### src/design/pipn_pkg.sv
// pipn_pkg: shared constants, register codes and pipeline word types
// for the point-in-primitive block; used by every module of the design
package pipn_pkg;

    localparam int COORD_W    = 32;
    localparam int EXT_W      = 31;
    localparam int NORM_W     = 16;
    localparam int NORM_FRAC  = 14;
    localparam int APB_DW     = 32;
    localparam int ADDR_W     = 5;
    localparam int SQ_W       = 2 * COORD_W;
    localparam int ROOT_W     = COORD_W;
    localparam int SQ_STEPS   = ROOT_W;
    localparam int QUO_W      = NORM_FRAC + 1;
    localparam int DIV_STEPS  = QUO_W;
    localparam int NUM_W      = COORD_W + QUO_W + 1;
    localparam int PROD_W     = COORD_W + NORM_W;
    localparam int DOT_W      = PROD_W + 2;
    localparam int BD_W       = COORD_W + 2;
    localparam int FIFO_DEPTH = 2;
    localparam int LANES      = 3;

    localparam logic signed [NORM_W-1:0] NORM_ONE = NORM_W'(1 << NORM_FRAC);

    typedef enum logic [1:0] {
        SHAPE_HALF,
        SHAPE_SPHERE,
        SHAPE_BOX,
        SHAPE_CYL
    } t_shape;

    typedef enum logic [2:0] {
        REG_SHAPE_KIND,
        REG_RADIUS,
        REG_HALF_X,
        REG_HALF_Y,
        REG_HALF_Z,
        REG_PLANE_NX,
        REG_PLANE_NY,
        REG_PLANE_NZ
    } t_reg_idx;

    typedef struct packed {
        t_shape                    kind;
        logic [EXT_W-1:0]          radius;
        logic [EXT_W-1:0]          half_x;
        logic [EXT_W-1:0]          half_y;
        logic [EXT_W-1:0]          half_z;
        logic signed [NORM_W-1:0]  plane_nx;
        logic signed [NORM_W-1:0]  plane_ny;
        logic signed [NORM_W-1:0]  plane_nz;
    } t_cfg;

    // classified word handed from front to back
    typedef struct packed {
        logic                             hit;
        logic                             use_div;
        logic [LANES-1:0][NORM_W-1:0]     nrm;
        logic [SQ_W-1:0]                  sum_sq;
        logic [LANES-1:0][COORD_W-1:0]    mag;
        logic [LANES-1:0]                 neg;
    } t_item;

endpackage

### src/design/pipn_fifo.sv
// pipn_fifo: short queue of classified words between front and back end
// depends on pipn_pkg for the word type and depth
module pipn_fifo (
    input  logic             i_clk,
    input  logic             i_rst_n,
    input  logic             i_push,
    input  pipn_pkg::t_item  i_data,
    output logic             o_full,
    output logic             o_valid,
    input  logic             i_pop,
    output pipn_pkg::t_item  o_data
);
    import pipn_pkg::*;

    localparam int PTR_W = $clog2(FIFO_DEPTH);

    t_item              r_mem [FIFO_DEPTH];
    logic [PTR_W-1:0]   r_wp, r_rp;
    logic [PTR_W:0]     r_cnt;
    logic               do_push, do_pop;

    assign o_full  = (r_cnt == (PTR_W+1)'(FIFO_DEPTH));
    assign o_valid = (r_cnt != '0);
    assign o_data  = r_mem[r_rp];
    assign do_push = i_push && !o_full;
    assign do_pop  = i_pop && o_valid;

    always_ff @(posedge i_clk) begin
        if (!i_rst_n) begin
            r_wp  <= '0;
            r_rp  <= '0;
            r_cnt <= '0;
        end else begin
            if (do_push) r_wp <= r_wp + 1'b1;
            if (do_pop)  r_rp <= r_rp + 1'b1;
            r_cnt <= r_cnt + (PTR_W+1)'(do_push) - (PTR_W+1)'(do_pop);
        end
    end

    always_ff @(posedge i_clk) begin
        if (do_push) r_mem[r_wp] <= i_data;
    end

endmodule

### config.mk
export PLATFORM = sky130hd
export DESIGN_NAME = pipn_fifo
export DESIGN_NICKNAME = d
export VERILOG_FILES = /design/src/design/pipn_pkg.sv /design/src/design/pipn_fifo.sv
export SDC_FILE = /design/constraint.sdc
export NUM_CORES = 1
export LEC_CHECK = 0
export BUFFER_PORTS_ARGS = -buffer_cell sky130_fd_sc_hd__buf_2
export CAP_MARGIN = 20
export CORE_ASPECT_RATIO = 1.5
export CORE_MARGIN = 2
export CORE_UTILIZATION = 57
export DETAILED_ROUTE_END_ITERATION = 16
export PLACE_DENSITY = 0.91
export SLEW_MARGIN = 20
export SYNTH_ARGS = -nofsm -noshare
export SYNTH_HDL_FRONTEND = slang
export SYNTH_SLANG_ARGS = --single-unit
### constraint.sdc
create_clock -name i_clk -period 33.4 [get_ports i_clk]
set_input_delay 6.68 -clock i_clk [delete_from_list [all_inputs] [get_ports i_clk]]
set_output_delay 6.68 -clock i_clk [all_outputs]
set_load 0.01 [all_outputs]
==> impl_metrics.tcl, run 1 <==
set metrics [dict create \
    status "finished clean" \
    rsz0062_at_grt "no" \
    cts_max_level 2 \
    syn-num-nets 909 \
    crit_required_ns 26.72 \
    post_dp_cell_area_um2 18730 \
    antenna_found_initial 18 \
    ys_warn_count 0 \
    arrival_ns 3.79 \
    cts_tree "yes" \
    yosysMostFrequentCell "edfxtp_1" \
    wl_per_cell_um 22.51 \
    min_period_ns 10.47 \
    clock_skew_ns 0.01260 \
    post-cts-setup-buffers 0 \
    grt_util_all_layers 0.2192 \
    fmax_ghz 0.09553 \
    period_share 0.3134 \
    layout-drive-gt1-share 0.6005 \
    synth_edf_count 426 \
    worstHoldPathType "reg -> reg" \
    syn_to_final_growth_pct 22.56 \
    cts_sinks 431 \
    dpl_worst_slack_ns 23.46 \
    start_util 0.5813 \
    grt_pass1_vias 8468 \
    finalCoreUtilization 0.7125 \
    final_cell_count_no_fill 1536 \
    syn_area_um2 16310 \
    start_kind "register" \
    cts_root_buffer "clkbuf_16" \
    p_leak_nw 7.803 \
    ios 432 \
    critPathCaptureType "output port" \
    report.power.total_mw 1.595 \
    wl_mm 34.57 \
    grt_pass1_wl_mm 48.11 \
    numCtsBuffers 38 \
    slew_headroom 0.2933 \
    finalSetupViolations 0 \
    gp_congestion 0.9018 \
    drc 0 \
    ys_ff_latch 431 \
    syn_area_per_cell_um2 23.64 \
    fp.dieH_um 211.2 \
    ir_worst_vdd_uv 62.24 \
    dr.pass1.iters 4 \
    finalHoldWorstSlack_ns 0.5243 \
    vias 8183 \
    clk_latency_ns 0.52 \
    antenna_left 0 \
    synthTopCellsByArea "edfxtp_1, mux2_4, mux2_2, buf_6, dfxtp_1" \
    finish.instance_area_um2 19990 \
    worstMarginPinSlew_ns 1.060 \
    hold_violations 0 \
    layout_setup_ws_ns 22.93 \
    clk_pin_slew_ns 0.06 \
    grt_start_max_net_pins 85 \
    yosysSeqAreaShare 0.7904 \
    synth.distinct_cells 19 \
    overflow 0 \
    hpwl_mm 24.40 \
    synth_top_area_frac 0.7843 \
    portBuffers 431 \
    drtIter0Drc 484 \
    power.density_nw_per_um2 79.80 \
    routed_via_density 5.327 \
    yosys-top-cells-count "edfxtp_1, mux2_4, mux2_2" \
    crit_type "reg -> out" \
    clockBufferDepth 3 \
    maxSlewViolCount 0 \
    synth_area_leader_cell "edfxtp_1" \
    async_flop_share 0 \
    maxCapViolCount 0 \
    ys.flop_type "edfxtp_1" \
    cts_resized 0 \
    final_nets 1365 \
    die_area_um2 30010 \
    ctsHoldBuffers 0 \
    synthCells 690 \
    die_w_um 142.1 \
    placementRows 75 \
    dp.cells 1451 \
    tns_ns 0 \
    crit_fanout 60 \
    core_area_um2 28060 \
]
## worst paths after layout
kind,cells past startpoint,slack [ns],startpoint,end
setup / recovery,4,22.93,register,o_data[10]
hold / removal,2,0.52,r_rp,r_rp
hold reg to reg,2,0.52,r_rp,r_rp
setup reg to reg,3,30.78,r_cnt[0],r_mem[1][189]
## area by class of cell
type                       count  area (µm²)
antenna                       16       40.04
clock inverter                16       123.9
clock buffer                  52        1067
sequential                   431       12900
fill                        1706        8068
multi-input combinational    232        3174
inverter                       3       11.26
timing repair buffer         440        2245
tap                          346       432.9
## power by group
part	internal, mW	total, mW	leakage (nW)	switching [mW]
Sequential	0.699	0.732	4.02	0.0336
Combinational	0.222	0.445	3.21	0.222
Clock	0.239	0.418	0.573	0.179
Total	1.16	1.60	7.80	0.435
## state kept, by name (all words and copies together) (netlist names), named ones only
register  cells
r_rp          1
r_cnt         2
r_wp          1
r_mem       426
## layout by cell type, fill, tap and decap left out, drive strengths merged
cell type,instances
and2,2
and3,1
buf,440
bufinv,2
clkbuf,52
clkinv,12
clkinvlp,2
dfxtp,5
diode,16
edfxtp,426
ha,2
inv,3
mux2,213
mux2i,1
nand2,2
nand2b,2
nor2,4
nor3,1
o21a,1
or2,1
xnor2,1
xor2,1
## layer usage
metal,share of wire,track usage,vias up
li1,-,-,3675
met1,0.34,0.2363,4021
met2,0.53,0.3753,361
met3,0.063,0.05600,118
met4,0.063,0.1521,8
met5,0.0014,0,-
## kinds of logic (layout without fill, tap and decap cells)
family	after synthesis	after routing	synth area share
compound gates	1	1	0.0004604
xor+xnor	2	2	0.001074
fa+ha+maj	2	2	0.001534
buf+inv	27	511	0.01573
flops	431	431	0.7904
mux	214	214	0.1868
other cells	0	16	0
simple gates	13	13	0.003989
## worst max-delay path, stage by stage (launching register included)
cell,delay (ns)
dfxtp_4,0.75
buf_4,0.84
buf_4,0.92
mux2_2,0.43
buf_2,0.14
(Power assumes the default switching activity.)
==> inputs of run 2 (changes only) <==
--- a/config.mk
+++ b/config.mk
@@ -9,9 +9,9 @@
 export CAP_MARGIN = 20
 export CORE_ASPECT_RATIO = 1.5
 export CORE_MARGIN = 2
-export CORE_UTILIZATION = 57
+export CORE_UTILIZATION = 47
 export DETAILED_ROUTE_END_ITERATION = 16
-export PLACE_DENSITY = 0.91
+export PLACE_DENSITY = 0.81
 export SLEW_MARGIN = 20
 export SYNTH_ARGS = -nofsm -noshare
 export SYNTH_HDL_FRONTEND = slang
==> constraint.sdc (replaced) <==
create_clock -name i_clk -period 8.4 [get_ports i_clk]
set_input_delay 1.68 -clock i_clk [delete_from_list [all_inputs] [get_ports i_clk]]
set_output_delay 1.68 -clock i_clk [all_outputs]
set_load 0.01 [all_outputs]
==> impl_metrics.tcl, run 2 (synthesized netlist as in run 1, its figures left out) <==
set metrics [dict create \
    cp_num_buf_inv 2 \
    r2r-start "r_cnt[0]" \
    slowest_stage "dfxtp_4" \
    clk_pin_slew_ns 0.07 \
    critPathCaptureType "output port" \
    fmax_ghz 0.2156 \
    cts_root_buffer "clkbuf_16" \
    finalHoldWorstSlack_ns 0.5349 \
    mostFrequentLayoutCells "buf_2, edfxtp_1, mux2_4" \
    die_area_um2 36240 \
    crit_required_ns 6.72 \
    crit_end "o_data[140]" \
    clock_skew_ns 0.01907 \
    drc 0 \
    crit_fanout 111 \
    maxCapViolCount 0 \
    placementRows 83 \
    core_area_um2 34270 \
    worstMarginPinSlew_ns 1.043 \
    nFillCells 2516 \
    ios 432 \
    arrival_ns 2.96 \
    slew_headroom 0.3048 \
    cts_sinks 431 \
    ctsHoldBuffers 0 \
    numCtsBuffers 39 \
    cts_max_level 2 \
    path_delay_family "flip-flops" \
    final_common_cell "buf_2" \
    portBuffers 431 \
    slowest_delay_ns 0.95 \
    finish.instance_area_um2 20110 \
    grt_start_max_net_pins 112 \
    overflow 0 \
    tns_ns 0 \
    final_nets 1365 \
    max_flop_register "r_mem" \
    crit_path_cell_trace "buf_12 > mux2_4 > buf_2" \
    vias 7952 \
    maxSlewViolCount 0 \
    rrSetupSlack_ns 5.58 \
    rsz0062_at_grt "no" \
    start_kind "register" \
    antenna_found_initial 14 \
    routed_via_density 4.942 \
    worstHoldPathType "reg -> reg" \
    grt_pass1_vias 8237 \
    hpwl_mm 22.33 \
    finalSetupViolations 0 \
    reg_top3 "r_mem x426, r_cnt x2" \
    fp.dieH_um 232.2 \
    largest_reg_flops 426 \
    clk_latency_ns 0.53 \
    power.density_nw_per_um2 317.3 \
    status "finished clean" \
    antenna_left 0 \
    drtIter0Drc 381 \
    p_leak_nw 7.826 \
    cts_tree "yes" \
    rr_endpoint "r_mem[1][35]" \
    min_period_ns 4.637 \
    crit_type "reg -> out" \
    post-cts-setup-buffers 0 \
    clockBufferDepth 3 \
    hold_violations 0 \
    grt_util_all_layers 0.1702 \
    wl_per_cell_um 20.26 \
    report.power.total_mw 6.381 \
    layout-drive-gt1-share 0.6046 \
    gp_congestion 0.8194 \
    r2r_cells 3 \
    cts_resized 0 \
    die_w_um 156.1 \
    dr.pass1.iters 4 \
    path_depth 3 \
    post_dp_cell_area_um2 18840 \
    grt_pass1_wl_mm 46.06 \
    syn_to_final_growth_pct 23.30 \
    period_share 0.5521 \
    ir_worst_vdd_uv 250.2 \
    wl_mm 32.60 \
    start_util 0.4759 \
]
==> run 2: changes by cell type in the layout (fill, tap and decap cells not counted), moves of 3 or more <==
cell	previous run	this run
clkbuf_1	11	4
diode_2	16	8
clkinv_2	3	6
clkinv_1	9	12
==> run 2: worst min-delay path by stage <==
stage          startpoint  endpoint  cells after the start
2_1_floorplan        r_wp      r_wp                      2
3_3_place_gp         r_rp      r_rp                      2
3_5_place_dp         r_wp      r_wp                      2
4_1_cts              r_wp      r_wp                      2
5_1_grt              r_wp      r_wp                      2
6_report             r_wp      r_wp                      2
==> run 2: metrics by stage <==
stage / std cells / worst slack [ns] / util
2_1_floorplan: 690 / 0.6148 / -
3_3_place_gp: 1530 / 4.307 / 0.5498
3_5_place_dp: 1530 / 4.292 / 0.5498
4_1_cts: 1601 / 3.706 / 0.5863
5_1_grt: 1606 / 3.626 / 0.5866
6_report: 1609 / 3.763 / 0.5869
==> run 2: layout make-up <==
class / count / area [µm²] / share of cell area
Sequential cell: 431 / 12900 / 0.6412
Multi-Input combinational cell: 232 / 3174 / 0.1578
Timing Repair Buffer: 439 / 2230 / 0.1109
Clock buffer: 45 / 1041 / 0.05176
Tap cell: 425 / 531.8 / 0.02644
Clock inverter: 26 / 207.7 / 0.01033
Antenna cell: 8 / 20.02 / 0.0009954
Inverter: 3 / 11.26 / 0.0005599
==> run 2: routing by layer <==
metal  track usage  wire length (µm)
met5             0                64
met4       0.07397              1144
met3       0.05916              2569
met2        0.3143             17780
met1        0.1713             11040
==> run 2: power breakdown <==
group,switching (mW),internal [mW]
clock network,0.736,0.984
logic,0.868,0.883
registers,0.134,2.78
total,1.74,4.64
==> run 2: tightest hold or removal path: cells and delay by family (launching register included) <==
kind	cells	cell delay (ns)
DFF	1	0.36
muxes	1	0.06
and+or+nand+nor	1	0.07
==> inputs of run 3 (changes only) <==
--- a/config.mk
+++ b/config.mk
@@ -9,9 +9,9 @@
 export CAP_MARGIN = 20
 export CORE_ASPECT_RATIO = 1.5
 export CORE_MARGIN = 2
-export CORE_UTILIZATION = 47
+export CORE_UTILIZATION = 53
 export DETAILED_ROUTE_END_ITERATION = 16
-export PLACE_DENSITY = 0.81
+export PLACE_DENSITY = 0.86
 export SLEW_MARGIN = 20
 export SYNTH_ARGS = -nofsm -noshare
 export SYNTH_HDL_FRONTEND = slang
==> constraint.sdc (replaced) <==
create_clock -name i_clk -period 4.4 [get_ports i_clk]
set_input_delay 0.88 -clock i_clk [delete_from_list [all_inputs] [get_ports i_clk]]
set_output_delay 0.88 -clock i_clk [all_outputs]
set_load 0.01 [all_outputs]
==> impl_metrics.tcl, run 3 (synthesized netlist as in run 1, its figures left out) <==
set metrics [dict create \
    finalSetupViolations 0 \
    swShare 0.2769 \
    post-cts-setup-buffers 0 \
    power.density_nw_per_um2 605.7 \
    routed_via_density 5.087 \
    clock_skew_ns 0.009434 \
    crit_type "reg -> out" \
    cts_sinks 431 \
    nFillCells 1962 \
    switching_power_mw 3.379 \
    hold_violations 0 \
    finalCoreUtilization 0.6660 \
    final_common_cell "buf_2" \
    gp_congestion 0.7640 \
    antenna_left 0 \
    fp.dieH_um 218.9 \
    report.power.total_mw 12.20 \
    maxCapViolCount 0 \
    grt_pass1_wl_mm 48.67 \
    die_w_um 147.2 \
    dp.cells 1507 \
    pwr-share-seq 0.448 \
    ir_worst_vdd_uv 446.5 \
    cts_tree "yes" \
    hold_path_depth 2 \
    cts_root_buffer "clkbuf_16" \
    slew_headroom 0.4162 \
    vias 8063 \
    period_share 0.6858 \
    fmax_ghz 0.3314 \
    largest_reg_flops 426 \
    combPwrFrac 0.287 \
    maxSlewViolCount 0 \
    start_kind "register" \
    mostFrequentLayoutCells "buf_2, edfxtp_1, mux2_4" \
    clockBufferDepth 3 \
    clk_latency_ns 0.52 \
    crit_fanout 108 \
    worstHoldPathType "reg -> reg" \
    min_period_ns 3.018 \
    crit_required_ns 3.52 \
    rsz0062_at_grt "no" \
    core_area_um2 30250 \
    start_util 0.5391 \
    grt_start_max_net_pins 109 \
    p_leak_nw 7.848 \
    die_area_um2 32220 \
    overflow 0 \
    drc 0 \
    grt_pass1_vias 8594 \
    wl_mm 33.62 \
    ctsHoldBuffers 0 \
    final_cell_count_no_fill 1585 \
    syn_to_final_growth_pct 23.53 \
    max_flop_register "r_mem" \
    worstMarginPinSlew_ns 0.8756 \
    arrival_ns 2.14 \
    numCtsBuffers 39 \
    drtIter0Drc 446 \
    antenna_found_initial 16 \
    intPower_mw 8.826 \
    reg_top3 "r_mem x426, r_cnt x2" \
    placementRows 78 \
    status "finished clean" \
    layout-drive-gt1-share 0.6094 \
    ios 432 \
    p_clk_frac 0.264 \
    final_nets 1367 \
    wl_per_cell_um 21.21 \
    grt_util_all_layers 0.2014 \
    critPathCaptureType "output port" \
    hpwl_mm 22.62 \
    r2r_cells 3 \
    portBuffers 431 \
    cts_resized 0 \
    cts_max_level 2 \
    dr.pass1.iters 4 \
    clk_pin_slew_ns 0.06 \
    tns_ns 0 \
]
==> run 3: changes by cell type in the layout (fill, tap and decap cells not counted), sizes merged <==
cell      before  now
buf          439  441
clkinv        19   18
inv            4    5
diode          8   10
clkinvlp       3    2
clkbuf        45   44
bufinv         3    2
==> run 3: area by class of cell <==
class                   instances  area (µm²)  share of cell area
diodes                         10       25.02            0.001242
clock buffers                  44        1037             0.05148
clock inverters                24       180.2            0.008942
inverters                       3       11.26           0.0005589
multi-input cells             232        3191              0.1584
flip-flops and latches        431       12900              0.6401
well taps                     400       500.5             0.02484
repair buffers                441        2307              0.1145
==> run 3: per-stage QoR <==
| step | worst slack (ns) | instance area, µm² | hold slack, ns |
|---|---|---|---|
| 3_3_place_gp | 1.883 | 18910 | 0.4969 |
| 6_report | 1.382 | 20150 | 0.5423 |
| 3_5_place_dp | 1.877 | 18910 | 0.5274 |
| 4_1_cts | 1.368 | 20120 | 0.5136 |
| 2_1_floorplan | -0.09677 | 16340 | 0.4809 |
| 5_1_grt | 1.295 | 20150 | 0.5173 |
==> run 3: worst paths after layout <==
check	from	slack [ns]	to
min reg2reg	r_rp	0.54	r_rp
max	register	1.38	o_data[203]
min	r_rp	0.54	r_rp
max reg2reg	r_cnt[0]	2.23	r_mem[1][59]
==> run 3: critical path: stages (launching register included) <==
cell,delay (ns)
dfxtp_4,0.39
buf_12,0.46
mux2_2,0.42
buf_2,0.14
==> run 3: layer usage <==
layer / global-route usage / wire length [µm]
met1: 0.2129 / 11310
met2: 0.3664 / 18300
met3: 0.05613 / 2317
met4: 0.1019 / 1621
met5: 0 / 80
==> run 3: power groups by stage <==
stage	Sequential, mW	Combinational [mW]	Clock, mW
floorplan	5.55	2.38	0
global placement	5.50	3.47	0
detailed placement	5.55	3.51	0
CTS	5.48	3.54	3.30
global route	5.52	3.71	3.44
finish	5.47	3.50	3.23
